File: src/rtl/core/lpr_pkg.sv
//----------------------------------------------------------------------------
// Line pixel rasterizer package
// Coordinate and error-term types, item kinds and the payload structs that
// move between the front end, the command queue and the pixel engine.
//----------------------------------------------------------------------------
package lpr_pkg;

  localparam int unsigned COORD_BITS = 12;
  // Error term and its increments span twice the largest span, plus sign
  localparam int unsigned ERR_W      = COORD_BITS + 2;

  typedef logic signed [COORD_BITS-1:0] coord_t;
  typedef logic        [COORD_BITS-1:0] mag_t;
  typedef logic signed [ERR_W-1:0]      err_t;

  localparam logic   KIND_LOAD = 1'b0;
  localparam logic   KIND_STEP = 1'b1;
  localparam coord_t COORD_ONE = coord_t'(1);

  typedef struct packed {
    logic   kind;
    coord_t x_start;
    coord_t y_start;
    coord_t x_end;
    coord_t y_end;
  } in_item_t;

  typedef struct packed {
    coord_t pixel_x;
    coord_t pixel_y;
    logic   last;
  } out_item_t;

  // Classified command: the item plus span signs and magnitudes
  typedef struct packed {
    in_item_t item;
    logic     dx_neg;
    logic     dy_neg;
    logic     dx_zero;
    logic     dy_zero;
    mag_t     adx;
    mag_t     ady;
  } cmd_t;

endpackage

File: src/rtl/core/lpr_fifo.sv
//----------------------------------------------------------------------------
// Two-entry word queue
// Small decoupling queue; push and pop may both happen in one cycle.
//----------------------------------------------------------------------------
module lpr_fifo #(
  parameter type entry_t = logic
) (
  input  logic   clk_i,
  input  logic   rst_ni,
  input  logic   push_i,
  input  entry_t data_i,
  output logic   full_o,
  input  logic   pop_i,
  output entry_t data_o,
  output logic   empty_o
);

  entry_t     mem_q [2];
  logic       wr_ptr_q, wr_ptr_d;
  logic       rd_ptr_q, rd_ptr_d;
  logic [1:0] cnt_q, cnt_d;
  logic       do_push, do_pop;

  assign full_o  = (cnt_q == 2'd2);
  assign empty_o = (cnt_q == 2'd0);
  assign do_push = push_i & ~full_o;
  assign do_pop  = pop_i & ~empty_o;
  assign data_o  = mem_q[rd_ptr_q];

  always_comb begin
    wr_ptr_d = wr_ptr_q ^ do_push;
    rd_ptr_d = rd_ptr_q ^ do_pop;
    cnt_d    = cnt_q;
    if (do_push && !do_pop) begin
      cnt_d = cnt_q + 2'd1;
    end else if (do_pop && !do_push) begin
      cnt_d = cnt_q - 2'd1;
    end
  end

  always_ff @(posedge clk_i or negedge rst_ni) begin
    if (!rst_ni) begin
      wr_ptr_q <= 1'b0;
      rd_ptr_q <= 1'b0;
      cnt_q    <= 2'd0;
    end else begin
      wr_ptr_q <= wr_ptr_d;
      rd_ptr_q <= rd_ptr_d;
      cnt_q    <= cnt_d;
    end
  end

  always_ff @(posedge clk_i) begin
    if (do_push) begin
      mem_q[wr_ptr_q] <= data_i;
    end
  end

endmodule

File: src/rtl/core/lpr_front.sv
//----------------------------------------------------------------------------
// Line pixel rasterizer front end
// Classifies an incoming word: endpoint spans, their signs and magnitudes.
//----------------------------------------------------------------------------
module lpr_front (
  input  lpr_pkg::in_item_t item_i,
  output lpr_pkg::cmd_t     cmd_o
);

  import lpr_pkg::*;

  logic signed [COORD_BITS:0] dx, dy;
  logic signed [COORD_BITS:0] adx_w, ady_w;

  always_comb begin
    dx    = {item_i.x_end[COORD_BITS-1], item_i.x_end}
          - {item_i.x_start[COORD_BITS-1], item_i.x_start};
    dy    = {item_i.y_end[COORD_BITS-1], item_i.y_end}
          - {item_i.y_start[COORD_BITS-1], item_i.y_start};
    adx_w = dx[COORD_BITS] ? -dx : dx;
    ady_w = dy[COORD_BITS] ? -dy : dy;

    cmd_o.item    = item_i;
    cmd_o.dx_neg  = dx[COORD_BITS];
    cmd_o.dy_neg  = dy[COORD_BITS];
    cmd_o.dx_zero = (dx == '0);
    cmd_o.dy_zero = (dy == '0);
    // a span never exceeds the coordinate range, so the top bit is spare
    cmd_o.adx     = adx_w[COORD_BITS-1:0];
    cmd_o.ady     = ady_w[COORD_BITS-1:0];
  end

endmodule

File: src/rtl/core/lpr_back.sv
//----------------------------------------------------------------------------
// Line pixel rasterizer pixel engine
// Holds the walk state and turns each command into at most one pixel word.
//----------------------------------------------------------------------------
module lpr_back (
  input  logic               clk_i,
  input  logic               rst_ni,
  input  lpr_pkg::cmd_t      cmd_i,
  input  logic               cmd_empty_i,
  output logic               cmd_pop_o,
  input  logic               res_full_i,
  output logic               res_push_o,
  output lpr_pkg::out_item_t res_o
);

  import lpr_pkg::*;

  typedef enum logic [2:0] {
    ModeIdle,
    ModeVert,
    ModeHorz,
    ModeDiag,
    ModeXMaj,
    ModeYMaj
  } mode_e;

  mode_e  mode_q, mode_d;
  coord_t cur_x_q, cur_x_d;
  coord_t cur_y_q, cur_y_d;
  coord_t end_major_q, end_major_d;
  err_t   err_q, err_d;
  err_t   add_hold_q, add_hold_d;
  err_t   add_move_q, add_move_d;
  logic   dir_x_neg_q, dir_x_neg_d;
  logic   dir_y_neg_q, dir_y_neg_d;

  logic   go;
  logic   emit;
  logic   last;
  err_t   adx_e, ady_e, two_adx, two_ady;
  coord_t xa, ya, xb, yb;

  always_comb begin
    go          = ~cmd_empty_i & ~res_full_i;
    emit        = 1'b0;
    last        = 1'b0;
    mode_d      = mode_q;
    cur_x_d     = cur_x_q;
    cur_y_d     = cur_y_q;
    end_major_d = end_major_q;
    err_d       = err_q;
    add_hold_d  = add_hold_q;
    add_move_d  = add_move_q;
    dir_x_neg_d = dir_x_neg_q;
    dir_y_neg_d = dir_y_neg_q;

    xa      = cmd_i.item.x_start;
    ya      = cmd_i.item.y_start;
    xb      = cmd_i.item.x_end;
    yb      = cmd_i.item.y_end;
    adx_e   = err_t'({2'b00, cmd_i.adx});
    ady_e   = err_t'({2'b00, cmd_i.ady});
    two_adx = err_t'({1'b0, cmd_i.adx, 1'b0});
    two_ady = err_t'({1'b0, cmd_i.ady, 1'b0});

    if (go) begin
      if (cmd_i.item.kind == KIND_LOAD) begin
        emit        = 1'b1;
        dir_x_neg_d = 1'b0;
        dir_y_neg_d = 1'b0;
        err_d       = '0;
        add_hold_d  = '0;
        add_move_d  = '0;
        if (cmd_i.dx_zero) begin
          // vertical, walk from the lower y; a single point ends at once
          mode_d      = ModeVert;
          cur_x_d     = xa;
          cur_y_d     = cmd_i.dy_neg ? yb : ya;
          end_major_d = cmd_i.dy_neg ? ya : yb;
          last        = cmd_i.dy_zero;
        end else if (cmd_i.dy_zero) begin
          mode_d      = ModeHorz;
          cur_y_d     = ya;
          cur_x_d     = cmd_i.dx_neg ? xb : xa;
          end_major_d = cmd_i.dx_neg ? xa : xb;
        end else if (cmd_i.adx == cmd_i.ady) begin
          mode_d      = ModeDiag;
          cur_x_d     = xa;
          cur_y_d     = ya;
          dir_x_neg_d = cmd_i.dx_neg;
          dir_y_neg_d = cmd_i.dy_neg;
          end_major_d = xb;
        end else if (cmd_i.adx > cmd_i.ady) begin
          mode_d      = ModeXMaj;
          err_d       = two_ady - adx_e;
          add_hold_d  = two_ady;
          add_move_d  = two_ady - two_adx;
          dir_y_neg_d = cmd_i.dx_neg ^ cmd_i.dy_neg;
          cur_x_d     = cmd_i.dx_neg ? xb : xa;
          cur_y_d     = cmd_i.dx_neg ? yb : ya;
          end_major_d = cmd_i.dx_neg ? xa : xb;
        end else begin
          mode_d      = ModeYMaj;
          err_d       = two_adx - ady_e;
          add_hold_d  = two_adx;
          add_move_d  = two_adx - two_ady;
          dir_x_neg_d = cmd_i.dx_neg ^ cmd_i.dy_neg;
          cur_x_d     = cmd_i.dy_neg ? xb : xa;
          cur_y_d     = cmd_i.dy_neg ? yb : ya;
          end_major_d = cmd_i.dy_neg ? ya : yb;
        end
      end else begin
        unique case (mode_q)
          ModeVert: begin
            emit    = 1'b1;
            cur_y_d = cur_y_q + COORD_ONE;
            last    = (cur_y_d == end_major_q);
          end
          ModeHorz: begin
            emit    = 1'b1;
            cur_x_d = cur_x_q + COORD_ONE;
            last    = (cur_x_d == end_major_q);
          end
          ModeDiag: begin
            emit    = 1'b1;
            cur_x_d = dir_x_neg_q ? cur_x_q - COORD_ONE : cur_x_q + COORD_ONE;
            cur_y_d = dir_y_neg_q ? cur_y_q - COORD_ONE : cur_y_q + COORD_ONE;
            last    = (cur_x_d == end_major_q);
          end
          ModeXMaj: begin
            emit    = 1'b1;
            cur_x_d = cur_x_q + COORD_ONE;
            if (err_q[ERR_W-1]) begin
              err_d = err_q + add_hold_q;
            end else begin
              cur_y_d = dir_y_neg_q ? cur_y_q - COORD_ONE : cur_y_q + COORD_ONE;
              err_d   = err_q + add_move_q;
            end
            last = (cur_x_d == end_major_q);
          end
          ModeYMaj: begin
            emit    = 1'b1;
            cur_y_d = cur_y_q + COORD_ONE;
            if (err_q[ERR_W-1]) begin
              err_d = err_q + add_hold_q;
            end else begin
              cur_x_d = dir_x_neg_q ? cur_x_q - COORD_ONE : cur_x_q + COORD_ONE;
              err_d   = err_q + add_move_q;
            end
            last = (cur_y_d == end_major_q);
          end
          default: begin
            // idle: drop the advance
            mode_d = ModeIdle;
          end
        endcase
      end
    end

    if (emit && last) begin
      mode_d = ModeIdle;
    end

    cmd_pop_o     = go;
    res_push_o    = go & emit;
    res_o.pixel_x = cur_x_d;
    res_o.pixel_y = cur_y_d;
    res_o.last    = last;
  end

  always_ff @(posedge clk_i or negedge rst_ni) begin
    if (!rst_ni) begin
      mode_q      <= ModeIdle;
      cur_x_q     <= '0;
      cur_y_q     <= '0;
      end_major_q <= '0;
      err_q       <= '0;
      add_hold_q  <= '0;
      add_move_q  <= '0;
      dir_x_neg_q <= 1'b0;
      dir_y_neg_q <= 1'b0;
    end else begin
      mode_q      <= mode_d;
      cur_x_q     <= cur_x_d;
      cur_y_q     <= cur_y_d;
      end_major_q <= end_major_d;
      err_q       <= err_d;
      add_hold_q  <= add_hold_d;
      add_move_q  <= add_move_d;
      dir_x_neg_q <= dir_x_neg_d;
      dir_y_neg_q <= dir_y_neg_d;
    end
  end

endmodule

File: src/rtl/core/line_pixel_rasterizer_unit.sv
// Bresenham line rasterizer. A load word (kind 0) takes two endpoints and
// yields the first pixel; each advance word (kind 1) yields the next pixel,
// with last set on the final one, and nothing once the line is done. A load
// abandons any line in progress. Vertical lines run from low to high y,
// horizontal ones from low to high x, exact diagonals from the first
// endpoint; all others walk the major axis upwards. One word is taken per
// cycle while the command queue has room; the engine does one error-term add
// and compare per word and waits while the result queue is full. Two-entry
// queues sit between the front end and the engine and at the output.
//----------------------------------------------------------------------------
// Line pixel rasterizer top level
// Front end classifier, command queue, pixel engine and result queue.
//----------------------------------------------------------------------------
module line_pixel_rasterizer_unit (
  input  logic               clk_i,
  input  logic               rst_ni,
  input  logic               push,
  output logic               full,
  input  lpr_pkg::in_item_t  item_i,
  output logic               empty,
  input  logic               pop,
  output lpr_pkg::out_item_t result_o
);

  import lpr_pkg::*;

  cmd_t      cmd_in, cmd_head;
  logic      cmd_empty, cmd_pop;
  logic      res_full, res_push;
  out_item_t res_word;

  lpr_front u_front (
    .item_i (item_i),
    .cmd_o  (cmd_in)
  );

  lpr_fifo #(
    .entry_t (cmd_t)
  ) u_cmd_fifo (
    .clk_i   (clk_i),
    .rst_ni  (rst_ni),
    .push_i  (push),
    .data_i  (cmd_in),
    .full_o  (full),
    .pop_i   (cmd_pop),
    .data_o  (cmd_head),
    .empty_o (cmd_empty)
  );

  lpr_back u_back (
    .clk_i       (clk_i),
    .rst_ni      (rst_ni),
    .cmd_i       (cmd_head),
    .cmd_empty_i (cmd_empty),
    .cmd_pop_o   (cmd_pop),
    .res_full_i  (res_full),
    .res_push_o  (res_push),
    .res_o       (res_word)
  );

  lpr_fifo #(
    .entry_t (out_item_t)
  ) u_res_fifo (
    .clk_i   (clk_i),
    .rst_ni  (rst_ni),
    .push_i  (res_push),
    .data_i  (res_word),
    .full_o  (res_full),
    .pop_i   (pop),
    .data_o  (result_o),
    .empty_o (empty)
  );

  // engine never takes from an empty command queue
  assert property (@(posedge clk_i) disable iff (!rst_ni) cmd_pop |-> !cmd_empty)
    else $error("engine popped an empty command queue");

  // engine never overruns the result queue
  assert property (@(posedge clk_i) disable iff (!rst_ni) res_push |-> !res_full)
    else $error("engine pushed into a full result queue");

  // a pixel only comes from a consumed command
  assert property (@(posedge clk_i) disable iff (!rst_ni) res_push |-> cmd_pop)
    else $error("pixel produced without a command");

endmodule

File: config.mk
export PLATFORM = sky130hd
export DESIGN_NAME = line_pixel_rasterizer_unit
export DESIGN_NICKNAME = d
export VERILOG_FILES = /design/src/rtl/core/lpr_pkg.sv /design/src/rtl/core/lpr_fifo.sv /design/src/rtl/core/lpr_front.sv /design/src/rtl/core/lpr_back.sv /design/src/rtl/core/line_pixel_rasterizer_unit.sv
export SDC_FILE = /design/constraint.sdc
export NUM_CORES = 1
export LEC_CHECK = 0
export BUFFER_PORTS_ARGS = -buffer_cell sky130_fd_sc_hd__buf_4
export CORE_UTILIZATION = 60
export CTS_CLUSTER_SIZE = 20
export DETAILED_ROUTE_END_ITERATION = 7
export MAX_ROUTING_LAYER = met4
export PLACE_DENSITY = 0.78
export SLEW_MARGIN = 15
export SYNTH_ARGS = -nofsm -noshare
export SYNTH_HDL_FRONTEND = slang
export SYNTH_SLANG_ARGS = --single-unit
File: constraint.sdc
create_clock -name clk_i -period 6.48 [get_ports clk_i]
set_input_delay 0.324 -clock clk_i [delete_from_list [all_inputs] [get_ports clk_i]]
set_output_delay 0.324 -clock clk_i [all_outputs]
set_load 0.05 [all_outputs]
======== Word level (Yosys, flattened, before mapping) ========
Memory sizes are Yosys's and may differ from the RTL's.
Cells that the tools add are included.
storage, ports and cells
  bits in registers ....................... 91
  memory bits (writable) .................. 204
  input port bits ......................... 53
  memories ................................ 2
operators by class
  add/subtract/negate cells ............... 18
  order comparisons ....................... 1
  equal/unequal tests ..................... 13
  muxes and demuxes ....................... 76
  bitwise operators ....................... 16
  reduce and logical (&&, ||, !) cells .... 23
memories
  name              words  bits a word  rd ports  clocked after Yosys merged registers in  wr ports  line            RTL
  u_cmd_fifo.mem_q  2      77           1         0                                        1         lpr_fifo.sv:18  entry_t mem_q [2];
  u_res_fifo.mem_q  2      25           1         0                                        1         lpr_fifo.sv:18
operators by type and width
  cell                                                                    count
  12-bit two-way mux                                                      28
  14-bit two-way mux                                                      14
  12-bit case mux with 3 select lines                                     2
  12-bit equality test                                                    4
  14-bit adder                                                            2
  13-bit by 12-bit subtractor with 14-bit output                          2
  13-bit by 13-bit subtractor with 14-bit output                          2
  13-bit logical NOT                                                      2
  12-bit by 12-bit subtractor with 13-bit output                          2
  12-bit by 2-bit adder with 12-bit output (second input constant)        2
  12-bit negation                                                         2
  12-bit by 2-bit subtractor with 12-bit output (second input constant)   2
  3-bit two-way mux                                                       7
  1-bit two-way mux                                                       19
  13-bit two-way mux                                                      1
  12-bit greater-than comparator                                          1
  2-bit two-way mux                                                       4
  1-bit bitwise AND                                                       6
  3-bit by 2-bit equality test with 1-bit output (second input constant)  2
  3-bit equality test (second input constant)                             2
  2-bit AND reduction                                                     3
  2-bit nonzero test                                                      3
  2-bit OR reduction                                                      3
  1-bit logical AND                                                       5
  12 further kinds                                                        27

======== Longest topological paths before layout ========
Gate-level depths: netlist (run 1).
  word-level depth ........................ 11
  mapped depth ............................ 20
  depth with buffers taken out ............ 13

======== Cells and area by module ========
A second synthesis (run 1) with hierarchy kept.
second synthesis, totals
  cells, all modules ...................... 1939
  area total of the unflattened synthesis .. 19536.2 um^2
modules (own cells, without submodules)
  module                 instances  cells each  area each (um^2)
  lpr_back               1          1264        9371.5
  lpr_fifo (u_cmd_fifo)  1          258         5841.9
  lpr_front              1          321         2229.6
  lpr_fifo (u_res_fifo)  1          96          2093.3

======== Least setup slack after synthesis (run 1) ========
OpenSTA, ideal clock, no wires.
  kind .................................... register to register
  from .................................... reg u_cmd_fifo.rd_ptr_q
  to ...................................... mem u_res_fifo.mem_q[0][8] in the netlist's numbering, data pin
  arrival time ............................ 4414 ps
  required time ........................... 6277 ps
  path slack .............................. 1863 ps
  stages on the path, launching flop included .. 19
  path buffers ............................ 7
  clock period less this slack ............ 4617 ps
  cells stage by stage .................... dfrtp_1 -> buf_4 -> buf_2 -> buf_2 -> buf_2 -> buf_1 -> mux2i_1 -> inv_1 -> ha_1 -> buf_2 -> nand4_1 -> nor3_4 -> nor2_1 -> or2_1 -> a21oi_2 -> buf_4 -> mux2i_1 -> a21oi_1 -> o31ai_1
RTL lines
  what                      line            RTL
  start: declaration        lpr_fifo.sv:20  logic rd_ptr_q, rd_ptr_d;
  start signal: assignment  lpr_fifo.sv:48  rd_ptr_q <= rd_ptr_d;
  end: declaration          lpr_fifo.sv:18

==> impl_metrics.csv, run 1 <==
group,metric,value,unit
clock_tree,insertion_delay,0.56,ns
sta,slew_headroom,19.3,%
routing,wl_per_cell,25.4,microns
synth,synth_compound_area_share,19.1,%
routing,drc,0,
synth,ys_warn_count,0,
critical_path,crit_top_cell,"mux2i_1",
clock_tree,clock_path_buffers,3,
synth,synth_seq_cells,291,
routing,num_vias,16800,
clock_tree,cts_sinks,291,
synth,seq_area_frac_synth,42.7,%
critical_path,rrSetupSlack,0.82,ns
place,dpl_cell_area,0.0203,sq mm
synth,avgSynthCellArea,9.91,sq um
routing,vias_per_cell,6.78,
synth,muxShareOfSynthArea,9.35,%
synth,synth_top_family_by_area,"compound AO/OA/AOI/OAI gates",
critical_path,crit_required,6.72,ns
routing,drt_first_pass_iters,6,
clock_tree,htreeDepth,2,
synth,synthesis.nets,2116,
critical_path,cpPeakStageDelay,0.95,ns
sta,rsz0062_at_grt,"false",
die,start_util,61.3,%
sta,holdWs,0.0169,ns
routing,routed_wl,62700,microns
flow_run,maxCapViolations,0,
global_route,grt_max_degree,78,
clock_tree,cts_made_buffers,35,
die,pin_count,80,
critical_path,cpMaxStageDelayCell,"a21oi_2",
final_layout,synthToLayoutAreaGrowth,13.0,%
synth,synth_common_cells,"edfxtp_1, o21ai_0, nor2_1",
synth,synth_edf_count,204,
final_layout,nets,2201,
synth,synth-simple-area-share,13.3,%
synth,synth_area_leaders,"edfxtp_1, dfrtp_1, ha_1",
die,rows,65,
die,coreArea,0.0317,sq mm
synth,synth_xor_area_share,4.64,%
clock_tree,postCtsHoldBufs,48,
die,die_h,182,microns
sta,layout_min_cycle_time,5.66,ns
final_layout,fillers,2392,
critical_path,arrival,5.90,ns
place,io_buffer_count,79,
critical_path,cp-end-kind,"register",
sta,finalSetupViolations,0,
die,die_x,182,microns
critical_path,cp.depth,11,
status,status,"completed",
hold_path,hold_path_depth,1,
die,die_area,0.0331,sq mm
sta,drv_slew,0,
hold_path,min_to,"u_cmd_fifo.mem_q[1][29]",
synth,synth_area,0.0194,sq mm
sta,skew,0.0334,ns
place,gp_congestion,1.01,
synth,synthCells,1962,
critical_path,cp_top_family,"compound AO/OA/AOI/OAI gates",
sta,hold_viol,0,
synth,yosysMostFrequentCell,"edfxtp_1",
global_route,antenna_found_initial,0,
sta,tns,0,ns
final_layout,fin_area,0.0220,sq mm
clock_tree,path_clk_slew,0.06,ns
global_route,overflow,0,
synth,synth_area_leader_cell,"edfxtp_1",
clock_tree,cts_setup_buffers,0,
final_layout,diodes,0,
routing,drtIter0Drc,2298,
critical_path,path_cells,"buf_4 -> mux2i_1 -> ha_1 -> nand4_1 -> nor3_4 -> nor2_1 -> or2_1 -> a21oi_2 -> mux2i_1 -> a222oi_1 -> o211ai_1",
global_route,grt_use_total,39.5,%
sta,fin_crit_sh,87.4,%
hold_path,worst_hold_path_type,"input port to register",
critical_path,critPathBufInv,1,
synth,synth_ff_type,"edfxtp_1",
critical_path,path_class,"register to register",
clock_tree,cts_root_buffer,"clkbuf_16",
clock_tree,cts_tree,"done",
critical_path,worstReg2RegEnd,"u_res_fifo.mem_q[1][19]",
critical_path,crit_path_max_fanout,32,
hold_path,hold_start,"item_i[1]",
synth,synthAdderAreaFrac,6.77,%
synth,synth.top_cell.area_share,31.5,%
critical_path,cp-start-kind,"register",
global_route,grt_pass1_vias,15800,
synth,ys_types,88,
final_layout,drive_gt1_share,12.5,%
routing,ant_nets,0,
sta,fmax,0.177,GHz
global_route,grt_pass1_wl,95700,microns
critical_path,r2r-start,"u_cmd_fifo.rd_ptr_q",
sta,tightest_slew,1.20,ns
synth,synthArstFlopShare,29.9,%
critical_path,worstRegToRegCells,11,
place,hpwl,44300,microns
clock_tree,post_cts_resized,0,
==> flip-flops by register name, summed over array words and instances, names as in the netlist, 2 cells and up <==
signal and count:
u_res_fifo.mem_q 50, u_back.add_move_q 13, u_back.cur_y_q 12, u_back.err_q 13, u_back.mode_q 3, u_back.cur_x_q 12
u_cmd_fifo.mem_q 154, u_back.add_hold_q 12, u_cmd_fifo.cnt_q 2, u_back.end_major_q 12, u_res_fifo.cnt_q 2
==> layout by cell type (no fill, tap or decap), types with 35 or more instances in the layout <==
master	count
a21oi_1	123
buf_4	105
clkbuf_16	35
dfrtp_1	86
dlygate4sd3_1	48
edfxtp_1	204
ha_1	92
inv_1	96
mux2_2	67
mux2i_1	94
nand2_1	147
nor2_1	146
nor3_1	51
o21ai_0	150
xnor2_1	65
xor2_1	38
==> how the worst max path moves through the flow <==
stage | end | slack [ns] | startpoint
final | u_res_fifo.mem_q[1][19] | 0.82 | u_cmd_fifo.rd_ptr_q
after global routing | u_res_fifo.mem_q[0][19] | 0.51 | u_cmd_fifo.rd_ptr_q
after CTS | u_res_fifo.mem_q[1][19] | 0.89 | u_cmd_fifo.rd_ptr_q
after detailed placement | u_res_fifo.mem_q[1][19] | 0.90 | u_cmd_fifo.rd_ptr_q
after global placement | u_res_fifo.mem_q[0][21] | 1.18 | u_cmd_fifo.rd_ptr_q
after floorplan | u_res_fifo.mem_q[0][8] | 1.86 | u_cmd_fifo.rd_ptr_q
==> area by class of cell <==
type                    count  area (sq um)  area share, %
multi-input cells        1469         10400           47.2
flip-flops and latches    291          8310           37.8
repair buffers            153          1270           5.78
clock buffers              45           943           4.30
well taps                 402           503           2.29
inverters                  97           364           1.66
clock inverters            16           196          0.895
==> stage by stage <==
step	utilization, %	worst slack, ns	std cells
6_report	69.2	0.816	2473
5_1_grt	69.2	0.506	2473
4_1_cts	69.2	0.891	2473
3_5_place_dp	64.1	0.900	2364
3_3_place_gp	64.1	1.18	2364
2_1_floorplan	-	1.86	1962
==> kinds of logic (layout without fill, tap and decap cells) <==
kind of cell,count (synthesis),in the layout
AOI/OAI and AO/OA,567,567
and+or+nand+nor,530,530
DFF,291,291
buffers and inverters,202,311
muxes,168,168
xor gates and xnor gates,103,103
adders and majority gates,101,101
==> routing by layer <==
layer / wire length [microns] / GRT usage [%] / vias up
li1: - / - / 7535
met1: 26700 / 55.7 / 8054
met2: 26600 / 55.7 / 1027
met3: 7180 / 8.64 / 139
met4: 2210 / 14.3 / 0
met5: 0 / - / -
Power of run 1 is not shown: default switching activity piles up to over one toggle a cycle in this logic, so the estimate is an artifact.
==> inputs of run 2 (changes only) <==
Settings changed: ABC_AREA set to 1, CORE_UTILIZATION 60 to 55, PLACE_DENSITY 0.78 to 0.72.
==> run 2 against run 1 <==
  * Sequential share of layout area shrank 0.29 points
  * Die area rose by 10%
  * Fmax rose by 4.1%
  * Core utilization shrank 5.7 points
  * Flip-flop and latch count stayed put
  * Via count rose by 7.2%
  * Area after synthesis is 0.99% higher
  * Non-clock buffer count down 6
  * Register-to-register slack better by 0.23 ns
  * Global-route usage fell by 4.0 points
  * Routed wire length down 0.36%
  * Critical path depth up 4
==> impl_metrics.csv, run 2 <==
group,metric,value,unit
status,status,"completed",
critical_path,crit_path_max_fanout,48,
routing,drt_first_pass_iters,6,
sta,fin_crit_sh,83.9,%
synth,avgSynthCellArea,8.00,sq um
synth,synth.top_cell.area_share,31.2,%
die,die_x,191,microns
sta,finalSetupViolations,0,
routing,routed_wl,62500,microns
synth,synthCells,2454,
die,coreArea,0.0348,sq mm
routing,vias_per_cell,5.92,
critical_path,cp-start-kind,"register",
synth,ys_types,54,
final_layout,fin_area,0.0221,sq mm
synth,ys_warn_count,0,
critical_path,cp-end-kind,"register",
final_layout,final_common_cell,"nand2_1",
place,dpl_cell_area,0.0205,sq mm
critical_path,path_class,"register to register",
place,gp_congestion,0.972,
final_layout,fillers,2999,
clock_tree,cts_root_buffer,"clkbuf_16",
flow_run,maxCapViolations,0,
final_layout,synthToLayoutAreaGrowth,12.7,%
synth,synth_common_cells,"nand2_1, inv_1, o21ai_0",
clock_tree,clock_path_buffers,3,
critical_path,critPathBufInv,3,
clock_tree,cts_sinks,291,
final_layout,nets,2709,
critical_path,path_cells,"inv_2 -> or2_2 -> o21ai_0 -> inv_1 -> ha_1 -> nand2_1 -> nor2_4 -> nand2_2 -> o2111ai_4 -> nand2_4 -> inv_2 -> o21ai_0 -> o21ai_0 -> nand2_1 -> o21ai_0",
synth,synth_area_leader_cell,"edfxtp_1",
sta,tns,0,ns
synth,seq_area_frac_synth,42.3,%
clock_tree,cts_tree,"done",
die,die_area,0.0364,sq mm
die,die_h,191,microns
global_route,grt_pass1_vias,16500,
sta,rsz0062_at_grt,"false",
place,hpwl,46100,microns
sta,skew,0.0219,ns
clock_tree,insertion_delay,0.54,ns
routing,drtIter0Drc,2049,
clock_tree,post_cts_resized,0,
clock_tree,htreeDepth,2,
final_layout,drive_gt1_share,9.19,%
place,pre_cts_ws,1.25,ns
critical_path,arrival,5.76,ns
place,placed_cells,2925,
sta,drv_slew,0,
synth,synthArstFlopShare,29.9,%
sta,tightest_slew,1.05,ns
synth,synth_seq_cells,291,
final_layout,layout.cells.non_filler,3035,
final_layout,regMostFlops,"u_cmd_fifo.mem_q",
routing,num_vias,18000,
routing,drc,0,
sta,hold_viol,0,
die,rows,68,
hold_path,worst_hold_path_type,"input port to register",
sta,layout_min_cycle_time,5.44,ns
critical_path,crit_top_cell,"o21ai_0",
synth,synth_area,0.0196,sq mm
clock_tree,cts_made_buffers,34,
final_layout,largest_reg_flops,154,
routing,wl_per_cell,20.6,microns
final_layout,top_regs,"u_cmd_fifo.mem_q x154, u_res_fifo.mem_q x50",
global_route,grt_max_degree,78,
global_route,grt_pass1_wl,95200,microns
global_route,grt_use_total,35.5,%
die,pin_count,80,
global_route,antenna_found_initial,1,
critical_path,cpPeakStageDelay,0.75,ns
synth,synth_ff_type,"edfxtp_1",
synth,synth_edf_count,204,
critical_path,crit_required,6.80,ns
die,start_util,56.4,%
synth,synthesis.nets,2608,
clock_tree,path_clk_slew,0.06,ns
global_route,overflow,0,
sta,slew_headroom,30.0,%
place,io_buffer_count,79,
final_layout,layout_common_cells,"nand2_1, inv_1, o21ai_0",
sta,fin_ws,1.04,ns
synth,yosysMostFrequentCell,"nand2_1",
synth,synth_area_leaders,"edfxtp_1, nand2_1, dfrtp_1",
routing,ant_nets,0,
sta,fmax,0.184,GHz
critical_path,cpMaxStageDelayCell,"dfrtp_2",
critical_path,cp_top_family,"compound AO/OA/AOI/OAI gates",
==> run 2: cell count changes after synthesis, moves of 25 or more <==
cell,delta
inv_1,+170
mux2i_1,-66
nand2_1,+451
xnor2_1,-46
or2_2,+37
o21a_1,-30
mux2_2,-67
o21ai_0,+104
nand3_1,+133
a211oi_1,-25
clkbuf_1,-36
==> run 2: cell type report <==
type / count / area [sq um] / share of cell area, %
clock buffers: 41 / 908 / 4.11
flip-flops and latches: 291 / 8300 / 37.5
repair buffers: 147 / 1230 / 5.54
diodes: 1 / 2.50 / 0.0113
inverters: 288 / 1080 / 4.89
well taps: 455 / 569 / 2.57
multi-input cells: 1793 / 9850 / 44.6
clock inverters: 19 / 170 / 0.769
==> run 2: routing by layer <==
layer | share of wire, % | up-vias | wire length, microns | track usage [%]
met5 | 0 | - | 0 | -
met4 | 3.0 | 0 | 1860 | 11.8
met3 | 9.4 | 94 | 5850 | 5.71
met2 | 42 | 939 | 26600 | 50.7
met1 | 45 | 8372 | 28200 | 51.1
li1 | - | 8549 | - | -
==> run 2: what timing repair did <==
| action | 4_1_cts | 5_1_grt |
|---|---|---|
| hold buffers | 49 | 0 |
| hold endpoints to repair | 121 | 0 |
| setup buffers | 0 | 0 |
==> run 2: path summary, 6_finish.rpt <==
check                                     start                      end  slack [ns]  cells after the start
setup / recovery            u_cmd_fifo.rd_ptr_q  u_res_fifo.mem_q[1][14]        1.04                     15
hold / removal                       item_i[11]  u_cmd_fifo.mem_q[0][39]        0.04                      1
setup reg to reg            u_cmd_fifo.rd_ptr_q  u_res_fifo.mem_q[1][14]        1.04                     15
hold reg to reg            u_back.add_move_q[2]     u_back.add_move_q[2]        0.48                      2
max in group asynchronous                rst_ni      u_cmd_fifo.rd_ptr_q        4.91                      3
min in group asynchronous                rst_ni          u_back.err_q[7]        0.26                      2
==> run 2: cells by family after synthesis <==
| family | synth area share, % |
|---|---|
| compound gates | 15.5 |
| buf+inv | 7.61 |
| fa+ha+maj | 6.71 |
| mux | 1.53 |
| simple gates | 22.9 |
| xor+xnor | 3.44 |
| flops | 42.3 |
==> run 2: worst reg2reg max path, stage by stage, from the launching register on <==
cell and delay, ns:
dfrtp_2 0.75, inv_2 0.49, or2_2 0.42, o21ai_0 0.22, inv_1 0.18, ha_1 0.43, nand2_1 0.17, nor2_4 0.16
nand2_2 0.11, o2111ai_4 0.61, nand2_4 0.46, inv_2 0.51, o21ai_0 0.14, o21ai_0 0.33, nand2_1 0.10, o21ai_0 0.16
==> run 2: per-stage QoR <==
stage                     hold slack [ns]  utilization [%]
after floorplan                    0.0284                -
after global placement              0.271             59.0
after global routing               0.0175             63.6
final                              0.0361             63.6
after CTS                        0.000697             63.5
after detailed placement            0.278             59.0
Power of run 2 is left out for the same reason.
